[src/rtl/itf_pkg.sv]
// ----------------------------------------------------------------------------
// Integer text formatter package
// Item types, format codes, controller states, commands and character tables.
// ----------------------------------------------------------------------------
`timescale 1ns / 1ps

package itf_pkg;

  // Digit storage: 22 nibbles hold 20 BCD digits, 16 hex or 22 octal digits.
  localparam int NUM_DIGITS = 22;
  localparam int DIGITS_W   = 4 * NUM_DIGITS;
  localparam int VALUE_W    = 64;
  localparam int CONV_STEPS = 64;
  localparam int STEP_W     = 6;
  localparam int ND_W       = 5;
  localparam int NIL_LEN    = 5;
  localparam int NIL_W      = 3;

  // Format codes.
  localparam logic [2:0] FMT_DEC       = 3'd0;
  localparam logic [2:0] FMT_OCT       = 3'd1;
  localparam logic [2:0] FMT_HEX_LOWER = 3'd2;
  localparam logic [2:0] FMT_HEX_UPPER = 3'd3;
  localparam logic [2:0] FMT_POINTER   = 3'd4;

  // ASCII characters used by the formatter.
  localparam logic [7:0] CH_SPACE   = 8'h20;
  localparam logic [7:0] CH_MINUS   = 8'h2D;
  localparam logic [7:0] CH_PLUS    = 8'h2B;
  localparam logic [7:0] CH_ZERO    = 8'h30;
  localparam logic [7:0] CH_X_LOWER = 8'h78;
  localparam logic [7:0] CH_X_UPPER = 8'h58;
  localparam logic [7:0] CH_A_LOWER = 8'h61;
  localparam logic [7:0] CH_A_UPPER = 8'h41;

  // One input item.
  typedef struct packed {
    logic [63:0] value;
    logic [2:0]  format;
    logic [5:0]  field_width;
    logic [5:0]  min_digits;
    logic        is_negative;
    logic        force_plus;
    logic        alt_form;
    logic        left_justify;
    logic [2:0]  sink;
  } spec_t;

  // One result item.
  typedef struct packed {
    logic [7:0] character;
    logic       last;
    logic [2:0] out_sink;
  } text_t;

  typedef enum logic [3:0] {
    ST_IDLE,
    ST_CONVERT,
    ST_TRIM,
    ST_LAYOUT,
    ST_LEAD,
    ST_SIGN,
    ST_PREFIX,
    ST_ZEROS,
    ST_DIGITS,
    ST_TRAIL,
    ST_NIL
  } state_t;

  // Region of the text that the next character comes from.
  localparam int NUM_SRC = 7;
  typedef enum logic [2:0] {
    SRC_LEAD,
    SRC_SIGN,
    SRC_PREFIX,
    SRC_ZEROS,
    SRC_DIGITS,
    SRC_TRAIL,
    SRC_NIL
  } src_t;

  typedef struct packed {
    logic load;
    logic conv_step;
    logic trim_step;
    logic layout;
    logic emit;
    src_t src;
  } cmd_t;

  typedef struct packed {
    logic               is_nil;
    logic               is_decimal;
    logic               conv_done;
    logic               trim_done;
    logic               room;
    logic [NUM_SRC-1:0] empty;
    logic [NUM_SRC-1:0] single;
  } sts_t;

  // ASCII for one digit nibble.
  function automatic logic [7:0] digit_char(input logic [3:0] d, input logic upper);
    logic [7:0] base;
    base = upper ? CH_A_UPPER : CH_A_LOWER;
    if (d < 4'd10) begin
      digit_char = CH_ZERO + {4'd0, d};
    end else begin
      digit_char = base + {4'd0, d - 4'd10};
    end
  endfunction

  // Characters of the null pointer text, in order.
  function automatic logic [7:0] nil_char(input logic [NIL_W-1:0] idx);
    case (idx)
      3'd0:    nil_char = 8'h28;
      3'd1:    nil_char = 8'h6E;
      3'd2:    nil_char = 8'h69;
      3'd3:    nil_char = 8'h6C;
      3'd4:    nil_char = 8'h29;
      default: nil_char = CH_SPACE;
    endcase
  endfunction

endpackage

[src/rtl/integer_text_formatter.sv]
// ----------------------------------------------------------------------------
// Integer text formatter
// Formats a 64-bit magnitude as decimal, octal, hex or pointer text and
// emits it one ASCII character per item.
// ----------------------------------------------------------------------------
//
//   channel  direction  handshake                payload
//   spec     in         spec_valid / spec_stall  spec_t (value and format spec)
//   text     out        text_valid / text_stall  text_t (character, last, sink)
//
// Each item passes through conversion, trimming, layout and the emitting states.
// Decimal runs 64 binary to BCD steps, one per cycle; other radixes load their
// digits directly. Trimming drops up to 21 leading zero digits, one per cycle.
// A null pointer goes from conversion straight to the five (nil) characters.
// Reset is synchronous and clears the controller and the output valid.
// A stall on text holds the output register and pauses emission; the next
// spec item is taken once the controller is back in idle.
`timescale 1ns / 1ps

module integer_text_formatter
  import itf_pkg::*;
#(
  parameter int MAX_FIELD_WIDTH = 48,
  parameter int MAX_PRECISION   = 32
) (
  input  logic  clk,
  input  logic  rst,
  input  logic  spec_valid,
  output logic  spec_stall,
  input  spec_t spec,
  output logic  text_valid,
  input  logic  text_stall,
  output text_t text
);

  cmd_t cmd;
  sts_t sts;

  // Sequencer.
  itf_ctrl u_ctrl (
    .clk        (clk),
    .rst        (rst),
    .spec_valid (spec_valid),
    .spec_stall (spec_stall),
    .sts        (sts),
    .cmd        (cmd)
  );

  // Digit conversion and text generation.
  itf_dp #(
    .MAX_FIELD_WIDTH (MAX_FIELD_WIDTH),
    .MAX_PRECISION   (MAX_PRECISION)
  ) u_dp (
    .clk        (clk),
    .rst        (rst),
    .spec       (spec),
    .cmd        (cmd),
    .sts        (sts),
    .text_valid (text_valid),
    .text_stall (text_stall),
    .text       (text)
  );

endmodule

[src/rtl/itf_ctrl.sv]
// ----------------------------------------------------------------------------
// Integer text formatter controller
// Sequences conversion, digit trimming, layout and character emission.
// ----------------------------------------------------------------------------
`timescale 1ns / 1ps

module itf_ctrl
  import itf_pkg::*;
(
  input  logic clk,
  input  logic rst,
  input  logic spec_valid,
  output logic spec_stall,
  input  sts_t sts,
  output cmd_t cmd
);

  state_t state;
  state_t state_next;

  // Region decode for the emitting states.
  src_t   src;
  state_t follow;
  logic   emitting;
  logic   region_done;

  always_comb begin
    src      = SRC_LEAD;
    follow   = ST_IDLE;
    emitting = 1'b1;
    case (state)
      ST_LEAD: begin
        src    = SRC_LEAD;
        follow = ST_SIGN;
      end
      ST_SIGN: begin
        src    = SRC_SIGN;
        follow = ST_PREFIX;
      end
      ST_PREFIX: begin
        src    = SRC_PREFIX;
        follow = ST_ZEROS;
      end
      ST_ZEROS: begin
        src    = SRC_ZEROS;
        follow = ST_DIGITS;
      end
      ST_DIGITS: begin
        src    = SRC_DIGITS;
        follow = ST_TRAIL;
      end
      ST_TRAIL: begin
        src    = SRC_TRAIL;
        follow = ST_IDLE;
      end
      ST_NIL: begin
        src    = SRC_NIL;
        follow = ST_IDLE;
      end
      default: begin
        emitting = 1'b0;
      end
    endcase
    // A region ends when it is empty or its final character goes out now.
    region_done = sts.empty[src] || (sts.room && sts.single[src]);
  end

  // Next state.
  always_comb begin
    state_next = state;
    case (state)
      ST_IDLE: begin
        if (spec_valid) state_next = ST_CONVERT;
      end
      ST_CONVERT: begin
        if (sts.is_nil) begin
          state_next = ST_NIL;
        end else if (!sts.is_decimal || sts.conv_done) begin
          state_next = ST_TRIM;
        end
      end
      ST_TRIM: begin
        if (sts.trim_done) state_next = ST_LAYOUT;
      end
      ST_LAYOUT: begin
        state_next = ST_LEAD;
      end
      ST_LEAD, ST_SIGN, ST_PREFIX, ST_ZEROS, ST_DIGITS, ST_TRAIL, ST_NIL: begin
        if (region_done) state_next = follow;
      end
      default: begin
        state_next = ST_IDLE;
      end
    endcase
  end

  // Commands to the datapath.
  always_comb begin
    spec_stall    = (state != ST_IDLE);
    cmd.load      = (state == ST_IDLE) && spec_valid;
    cmd.conv_step = (state == ST_CONVERT) && sts.is_decimal && !sts.is_nil;
    cmd.trim_step = (state == ST_TRIM) && !sts.trim_done;
    cmd.layout    = (state == ST_LAYOUT);
    cmd.emit      = emitting && !sts.empty[src] && sts.room;
    cmd.src       = src;
  end

  // State register.
  always_ff @(posedge clk) begin
    if (rst) begin
      state <= ST_IDLE;
    end else begin
      state <= state_next;
    end
  end

endmodule

[src/rtl/itf_dp.sv]
// ----------------------------------------------------------------------------
// Integer text formatter datapath
// Holds the item, converts to digits, counts the text regions and drives the
// output register.
// ----------------------------------------------------------------------------
`timescale 1ns / 1ps

module itf_dp
  import itf_pkg::*;
#(
  parameter int MAX_FIELD_WIDTH = 48,
  parameter int MAX_PRECISION   = 32
) (
  input  logic  clk,
  input  logic  rst,
  input  spec_t spec,
  input  cmd_t  cmd,
  output sts_t  sts,
  output logic  text_valid,
  input  logic  text_stall,
  output text_t text
);

  localparam int BODY_MAX = 3 + ((MAX_PRECISION > NUM_DIGITS) ? MAX_PRECISION : NUM_DIGITS);
  localparam int TEXT_MAX = (MAX_FIELD_WIDTH > BODY_MAX) ? MAX_FIELD_WIDTH : BODY_MAX;
  localparam int CW       = $clog2(TEXT_MAX + 1);
  localparam int PW       = $clog2(MAX_PRECISION + 1);

  // Item registers.
  logic [2:0]          fmt;
  logic                value_nz;
  logic                neg;
  logic                plus;
  logic                alt;
  logic                left;
  logic [2:0]          sink;
  logic [CW-1:0]       width;
  logic [PW-1:0]       prec;
  logic [VALUE_W-1:0]  value_sh;
  logic [DIGITS_W-1:0] digits;
  logic [STEP_W-1:0]   step_cnt;
  logic [ND_W-1:0]     nd;

  // Region counters.
  logic [CW-1:0]       lead_cnt;
  logic                sign_cnt;
  logic [1:0]          pre_cnt;
  logic [PW-1:0]       zero_cnt;
  logic [CW-1:0]       trail_cnt;
  logic [NIL_W-1:0]    nil_cnt;
  logic [CW-1:0]       remain;

  // Format decode.
  logic is_oct;
  logic is_hex;
  logic upper;
  logic [3:0] top_digit;

  always_comb begin
    is_oct    = (fmt == FMT_OCT);
    is_hex    = (fmt == FMT_HEX_LOWER) || (fmt == FMT_HEX_UPPER) || (fmt == FMT_POINTER);
    upper     = (fmt == FMT_HEX_UPPER);
    top_digit = digits[DIGITS_W-1 -: 4];
  end

  // Saturated width and precision of the incoming item.
  logic [CW-1:0] width_load;
  logic [PW-1:0] prec_load;

  always_comb begin
    if (int'(spec.field_width) > MAX_FIELD_WIDTH) begin
      width_load = CW'(MAX_FIELD_WIDTH);
    end else begin
      width_load = CW'(spec.field_width);
    end
    if (int'(spec.min_digits) > MAX_PRECISION) begin
      prec_load = PW'(MAX_PRECISION);
    end else begin
      prec_load = PW'(spec.min_digits);
    end
  end

  // Direct digit split for octal and hex; decimal starts from zero.
  logic [VALUE_W+1:0]  value_ext;
  logic [DIGITS_W-1:0] oct_digits;
  logic [DIGITS_W-1:0] hex_digits;
  logic [DIGITS_W-1:0] digits_load;

  always_comb begin
    value_ext  = {2'b00, spec.value};
    oct_digits = '0;
    for (int i = 0; i < NUM_DIGITS; i++) begin
      oct_digits[4*i +: 4] = {1'b0, value_ext[3*i +: 3]};
    end
    hex_digits = {{(DIGITS_W-VALUE_W){1'b0}}, spec.value};
    if (spec.format == FMT_OCT) begin
      digits_load = oct_digits;
    end else if ((spec.format == FMT_HEX_LOWER) || (spec.format == FMT_HEX_UPPER) ||
                 (spec.format == FMT_POINTER)) begin
      digits_load = hex_digits;
    end else begin
      digits_load = '0;
    end
  end

  // One shift-and-add-3 step of the binary to BCD conversion.
  logic [DIGITS_W-1:0] adj;
  logic [DIGITS_W-1:0] digits_conv;

  always_comb begin
    for (int i = 0; i < NUM_DIGITS; i++) begin
      if (digits[4*i +: 4] >= 4'd5) begin
        adj[4*i +: 4] = digits[4*i +: 4] + 4'd3;
      end else begin
        adj[4*i +: 4] = digits[4*i +: 4];
      end
    end
    digits_conv = {adj[DIGITS_W-2:0], value_sh[VALUE_W-1]};
  end

  // Text layout once the digit count is known.
  logic          sign_bit;
  logic [1:0]    plen;
  logic [CW-1:0] zeros_w;
  logic [CW-1:0] body;
  logic [CW-1:0] pad;

  always_comb begin
    sign_bit = neg || plus;
    if (CW'(prec) > CW'(nd)) begin
      zeros_w = CW'(prec) - CW'(nd);
    end else begin
      zeros_w = '0;
    end
    plen = 2'd0;
    if (alt && is_oct && (zeros_w == '0) && value_nz) begin
      plen = 2'd1;
    end else if (alt && is_hex && value_nz) begin
      plen = 2'd2;
    end
    body = CW'(sign_bit) + CW'(plen) + zeros_w + CW'(nd);
    if (width > body) begin
      pad = width - body;
    end else begin
      pad = '0;
    end
  end

  // Character of the selected region.
  logic [7:0] ch;

  always_comb begin
    case (cmd.src)
      SRC_LEAD, SRC_TRAIL: ch = CH_SPACE;
      SRC_SIGN:            ch = neg ? CH_MINUS : CH_PLUS;
      SRC_PREFIX: begin
        if ((pre_cnt == 2'd2) || is_oct) begin
          ch = CH_ZERO;
        end else begin
          ch = upper ? CH_X_UPPER : CH_X_LOWER;
        end
      end
      SRC_ZEROS:           ch = CH_ZERO;
      SRC_DIGITS:          ch = digit_char(top_digit, upper);
      SRC_NIL:             ch = nil_char(NIL_W'(NIL_LEN) - nil_cnt);
      default:             ch = CH_SPACE;
    endcase
  end

  // Status to the controller.
  always_comb begin
    sts.is_nil     = (fmt == FMT_POINTER) && !value_nz;
    sts.is_decimal = !is_oct && !is_hex;
    sts.conv_done  = (step_cnt == STEP_W'(CONV_STEPS - 1));
    sts.trim_done  = (nd == ND_W'(1)) || (top_digit != 4'd0);
    sts.room       = !text_valid || !text_stall;

    sts.empty              = '0;
    sts.single             = '0;
    sts.empty[SRC_LEAD]    = (lead_cnt == '0);
    sts.single[SRC_LEAD]   = (lead_cnt == CW'(1));
    sts.empty[SRC_SIGN]    = !sign_cnt;
    sts.single[SRC_SIGN]   = sign_cnt;
    sts.empty[SRC_PREFIX]  = (pre_cnt == 2'd0);
    sts.single[SRC_PREFIX] = (pre_cnt == 2'd1);
    sts.empty[SRC_ZEROS]   = (zero_cnt == '0);
    sts.single[SRC_ZEROS]  = (zero_cnt == PW'(1));
    sts.empty[SRC_DIGITS]  = (nd == '0);
    sts.single[SRC_DIGITS] = (nd == ND_W'(1));
    sts.empty[SRC_TRAIL]   = (trail_cnt == '0);
    sts.single[SRC_TRAIL]  = (trail_cnt == CW'(1));
    sts.empty[SRC_NIL]     = (nil_cnt == '0);
    sts.single[SRC_NIL]    = (nil_cnt == NIL_W'(1));
  end

  // Item capture, conversion, trimming and region counters.
  always_ff @(posedge clk) begin
    if (cmd.load) begin
      fmt      <= spec.format;
      value_nz <= (spec.value != '0);
      neg      <= spec.is_negative;
      plus     <= spec.force_plus;
      alt      <= spec.alt_form;
      left     <= spec.left_justify;
      sink     <= spec.sink;
      width    <= width_load;
      prec     <= prec_load;
      value_sh <= spec.value;
      digits   <= digits_load;
      step_cnt <= '0;
      nd       <= ND_W'(NUM_DIGITS);
      nil_cnt  <= NIL_W'(NIL_LEN);
      remain   <= CW'(NIL_LEN);
    end
    if (cmd.conv_step) begin
      digits   <= digits_conv;
      value_sh <= {value_sh[VALUE_W-2:0], 1'b0};
      step_cnt <= step_cnt + STEP_W'(1);
    end
    if (cmd.trim_step) begin
      digits <= {digits[DIGITS_W-5:0], 4'd0};
      nd     <= nd - ND_W'(1);
    end
    if (cmd.layout) begin
      lead_cnt  <= left ? '0 : pad;
      trail_cnt <= left ? pad : '0;
      sign_cnt  <= sign_bit;
      pre_cnt   <= plen;
      zero_cnt  <= PW'(zeros_w);
      remain    <= pad + body;
    end
    if (cmd.emit) begin
      remain <= remain - CW'(1);
      case (cmd.src)
        SRC_LEAD:   lead_cnt  <= lead_cnt - CW'(1);
        SRC_SIGN:   sign_cnt  <= 1'b0;
        SRC_PREFIX: pre_cnt   <= pre_cnt - 2'd1;
        SRC_ZEROS:  zero_cnt  <= zero_cnt - PW'(1);
        SRC_DIGITS: begin
          digits <= {digits[DIGITS_W-5:0], 4'd0};
          nd     <= nd - ND_W'(1);
        end
        SRC_TRAIL:  trail_cnt <= trail_cnt - CW'(1);
        SRC_NIL:    nil_cnt   <= nil_cnt - NIL_W'(1);
        default:    nil_cnt   <= nil_cnt;
      endcase
    end
  end

  // Output register.
  always_ff @(posedge clk) begin
    if (rst) begin
      text_valid <= 1'b0;
    end else if (cmd.emit) begin
      text_valid <= 1'b1;
    end else if (!text_stall) begin
      text_valid <= 1'b0;
    end
  end

  always_ff @(posedge clk) begin
    if (cmd.emit) begin
      text.character <= ch;
      text.last      <= (remain == CW'(1));
      text.out_sink  <= sink;
    end
  end

endmodule

[config.mk]
export PLATFORM = sky130hd
export DESIGN_NAME = integer_text_formatter
export DESIGN_NICKNAME = d
export VERILOG_FILES = /design/src/rtl/itf_pkg.sv /design/src/rtl/integer_text_formatter.sv /design/src/rtl/itf_ctrl.sv /design/src/rtl/itf_dp.sv
export SDC_FILE = /design/constraint.sdc
export NUM_CORES = 1
export LEC_CHECK = 0
export BUFFER_PORTS_ARGS = -buffer_cell sky130_fd_sc_hd__buf_2
export CAP_MARGIN = 10
export CORE_MARGIN = 4
export CORE_UTILIZATION = 65
export DETAILED_ROUTE_END_ITERATION = 12
export GPL_TIMING_DRIVEN = 0
export PLACE_DENSITY = 0.81
export SLEW_MARGIN = 10
export SYNTH_ARGS = -nofsm -noshare
export SYNTH_HDL_FRONTEND = slang
export SYNTH_HIERARCHICAL = 1
export SYNTH_SLANG_ARGS = --single-unit
[constraint.sdc]
create_clock -name clk -period 10.25 [get_ports clk]
set_clock_uncertainty 0.15 [all_clocks]
set_input_delay 1.5375 -clock clk [delete_from_list [all_inputs] [get_ports clk]]
set_output_delay 1.5375 -clock clk [all_outputs]
set_load 0.02 [all_outputs]
==> results.txt <==
----------------------------------------------------
[Route]
  Via count ... 14157
  Total iterations of the first detailed-routing run ... 8
  1st-iter DRT viols ... 1948
  Routed Wire Length ... 46010 um
  Via density per instance ... 6.609
  Routed wirelength normalized by instance count ... 21.48 um
  DRC violation count after routing ... 0
  Number of nets with antenna violations after routing ... 0

[Power and ir drop]
  Portion of total power attributed to combinational logic ... 58.3%
  IR drop worst, VDD ... 0.0003487 V
  Power per standard cell area ... 387.5 nW/um^2
  Sequential fraction of design power ... 27.9%
  Leakage ... 6.562 nW
  Net switching share of the total power ... 45.95%
  Internal power summed over all cells ... 0.003462 W
  Clk network pwr share ... 13.8%
  Switch Pwr ... 0.002943 W

[STA]
  Tightest hold margin ... 0.2674 ns
  Min Clock Period, post-route ... 7.325 ns
  Hold Violations, Final ... 0
  Setup TNS after final layout ... 0 ns
  Worst slew margin relative to its limit ... 28.19%
  Worst Max-Slew Pin Slew ... 1.075 ns
  Setup repair after global routing missed its margin ... false
  Endpoints failing setup ... 0
  Max Freq ... 136.5 MHz
  Final critical-path share of the clock period ... 71.47%
  Total count of max-transition violations in the final report ... 0

[Place]
  HPWL Detailed ... 32730 um
  Placed Area ... 15740 um^2
  Port Buf Inserts ... 102
  Routability Congestion ... 0.9663

[Clock tree]
  CTS-repair resized insts ... 0
  Post-CTS setup buffers ... 0
  Buffer depth of the longest clock path ... 3
  Clock transition at the registers of the reported paths ... 0.06 ns
  Post-CTS Hold Fix Bufs ... 0
  Clock sinks ... 232
  Num CTS Buffers ... 26
  Later-pin clock latency in the skew report ... 0.53 ns
  Number of levels the H-tree was split into ... 1
  Root buffer cell ... sky130_fd_sc_hd__clkbuf_16
  Clock tree from TritonCTS ... built

[Critical path]
  Setup slack of the most critical reg-to-reg path ... 2.92 ns
  Crit Reg-Reg Endpoint ... u_dp/remain[5]
  Number of cells on the worst reg-to-reg path ... 24
  Startpoint type of the worst setup path ... flip-flop
  Worst Path Max Fanout ... 10
  Critical path type ... flip-flop to flip-flop
  Launch instance of the worst register-to-register path ... u_dp/nd[0]
  Required time of the critical path ... 10.38 ns
  Worst endpoint data arrival time ... 7.46 ns
  Setup crit end kind ... flip-flop

[Global route]
  Fraction of met3 tracks used by global routing ... 6.886%
  Initial antenna violation count ... 1
  Total global routing track utilization ... 34.90%
  Via count of the first global-routing pass ... 13696
  Gr busiest metal ... met2
  Met1 global-route usage ... 44.01%
  First-pass GRT wire length ... 72610 um
  Maximum number of pins on one net before global-route repair ... 55
  Met2 Resource Use GR ... 58.08%
  Overflow after GRT ... 0

[Cells and area]
  Final std cell area, no fill ... 16530 um^2
  Number of fill cells in the layout ... 1788
  Fraction of layout cells with a size suffix above 1 ... 8.944%
  Synth-to-Final Area Change ... 11.43%
  Commonest cells after routing, fill and taps aside ... sky130_fd_sc_hd__nand2_1, sky130_fd_sc_hd__nor2_1, sky130_fd_sc_hd__a21oi_1, sky130_fd_sc_hd__o21ai_0, sky130_fd_sc_hd__dfxtp_1
  Post-layout net count ... 2025
  Most common cell after layout, fill and taps aside ... sky130_fd_sc_hd__nand2_1

[Floorplanning]
  Floorplan row count ... 55
  Die height ... 159.1 um
  Number of placed I/O pins ... 104
  Core outline area ... 22570 um^2
  Starting Density ... 65.72%
  Die width ... 159.1 um
  Area enclosed by the die boundary ... 25300 um^2

[Synthesis]
  Sequential cell area fraction in the yosys report ... 38.87%
  Nets in the synthesized netlist ... 1893
  Number of cells produced by synthesis ... 1705
  Synthesized area ... 14830 um^2
  Share of flip-flops with an asynchronous set or reset after synthesis ... 0%
  Number of warnings reported in the yosys synthesis log ... 6
  Count of cell types in the netlist ... 84
  Flip-flop and latch count after synthesis ... 232
  Main synth FF type ... sky130_fd_sc_hd__dfxtp_1
  Avg Cell Area, Syn ... 8.700 um^2
  Post-synth EDFFs ... 112

[Worst hold path]
  Terminating pin of the worst hold path ... u_dp/text[2]
  Hold path startpoint ... u_dp/sink[2]
  Worst hold stages ... 0
  Worst hold-check path type ... flip-flop to flip-flop

[Run]
  Max cap viols ... 0

[Outcome]
  Run status ... completed

----------------------------------------------------
[critical path, stage by stage (launching register included)]
cell	delay [ns]
sky130_fd_sc_hd__dfxtp_1	0.46
sky130_fd_sc_hd__ha_1	0.23
sky130_fd_sc_hd__inv_1	0.07
sky130_fd_sc_hd__fa_1	0.42
sky130_fd_sc_hd__a211oi_1	0.28
sky130_fd_sc_hd__o21bai_1	0.13
sky130_fd_sc_hd__a21oi_2	0.37
sky130_fd_sc_hd__nor2_1	0.19
sky130_fd_sc_hd__nor3_1	0.31
sky130_fd_sc_hd__and4_1	0.29
sky130_fd_sc_hd__ha_1	0.23
sky130_fd_sc_hd__fa_1	0.54
sky130_fd_sc_hd__fa_1	0.47
sky130_fd_sc_hd__nor2b_1	0.13
sky130_fd_sc_hd__o21ai_1	0.12
sky130_fd_sc_hd__a21boi_0	0.40
sky130_fd_sc_hd__o22a_1	0.32
sky130_fd_sc_hd__a31oi_1	0.20
sky130_fd_sc_hd__nor3_1	0.60
sky130_fd_sc_hd__ha_1	0.25
sky130_fd_sc_hd__nand4b_1	0.10
sky130_fd_sc_hd__nor3b_1	0.31
sky130_fd_sc_hd__o221ai_1	0.20
sky130_fd_sc_hd__xnor2_1	0.20
sky130_fd_sc_hd__o21ai_1	0.07
[how the worst max path moves through the flow]
stage | start | end | slack [ns] | cells after the start
after global placement | u_dp/nd[0] | u_dp/remain[5] | 3.03 | 24
after global routing | u_dp/nd[0] | u_dp/remain[5] | 2.36 | 24
final | u_dp/nd[0] | u_dp/remain[5] | 2.92 | 24
after CTS | u_dp/nd[0] | u_dp/remain[5] | 2.94 | 24
after floorplan | u_dp/nd[0] | u_dp/remain[5] | 4.07 | 24
after detailed placement | u_dp/nd[0] | u_dp/remain[5] | 2.93 | 24
[synthesized netlist by cell type, drive strengths merged (23+ instances only)]
| master | instances | area, um^2 |
|---|---|---|
| o21ai | 126 | 630.6 |
| nor2b | 27 | 168.9 |
| inv | 99 | 371.6 |
| a22o | 61 | 534.3 |
| clkbuf | 93 | 349.1 |
| edfxtp | 112 | 3363 |
| nand2b | 57 | 356.6 |
| dfxtp | 120 | 2402 |
| nand3 | 35 | 175.2 |
| xor2 | 23 | 201.4 |
| a211oi | 71 | 538.0 |
| a22oi | 32 | 240.2 |
| a21oi | 138 | 698.2 |
| nand2 | 176 | 660.6 |
| xnor2 | 38 | 332.8 |
| ha | 92 | 1151 |
| nor2 | 141 | 529.3 |
[power by group through the flow]
stage               clock (W)  sequential (W)  combinational (W)
finish               0.000882         0.00179            0.00373
global route         0.000933         0.00183            0.00412
CTS                  0.000891         0.00177            0.00366
detailed placement          0         0.00178            0.00362
global placement            0         0.00178            0.00350
floorplan                   0         0.00170            0.00280
[flip-flops by register name, summed over array words and instances, names as in the netlist, 4 cells and up]
register,count
u_dp/step_cnt,6
u_dp/value_sh,64
u_dp/trail_cnt,6
u_dp/remain,6
u_dp/prec,6
u_ctrl/state,4
u_dp/text,11
u_dp/lead_cnt,6
u_dp/digits,88
u_dp/zero_cnt,6
u_dp/nd,5
u_dp/width,6
[area by class of cell]
| type | count | area (um^2) | area share (%) |
|---|---|---|---|
| clock inverters | 3 | 13.76 | 0.08326 |
| diodes | 1 | 2.502 | 0.01514 |
| flip-flops and latches | 232 | 5766 | 34.88 |
| repair buffers | 104 | 543.0 | 3.285 |
| clock buffers | 44 | 769.5 | 4.655 |
| plain buffers | 105 | 421.7 | 2.551 |
| well taps | 285 | 356.6 | 2.157 |
| inverters | 99 | 374.1 | 2.263 |
| multi-input cells | 1269 | 8283 | 50.11 |
[per-layer routing]
layer | vias to the layer above | wire (um)
met4 | 0 | 2134
li1 | 6477 | -
met1 | 6587 | 17470
met2 | 905 | 21420
met3 | 188 | 4990
met5 | - | 0
[kinds of logic after synthesis]
group                    synth area share (%)
other                                 0.02528
buffers and inverters                   5.347
XOR/XNOR                                3.602
multiplexers                            1.316
AO/OA/AOI/OAI                           24.55
adder cells (fa/ha/maj)                 8.645
flip-flops                              38.87
AND/OR/NAND/NOR                         17.65
[through the flow]
| stage | setup slack, ns | std cells | utilization [%] | power, W |
|---|---|---|---|---|
| 4_1_cts | 2.936 | 2140 | 73.20 | 0.006323 |
| 6_report | 2.925 | 2142 | 73.23 | 0.006405 |
| 5_1_grt | 2.361 | 2141 | 73.22 | 0.006884 |
| 3_3_place_gp | 3.028 | 2092 | 69.56 | 0.005275 |
| 3_5_place_dp | 2.930 | 2093 | 69.73 | 0.005407 |
| 2_1_floorplan | 4.075 | 1705 | - | 0.004492 |
(Power assumes the default switching activity.)
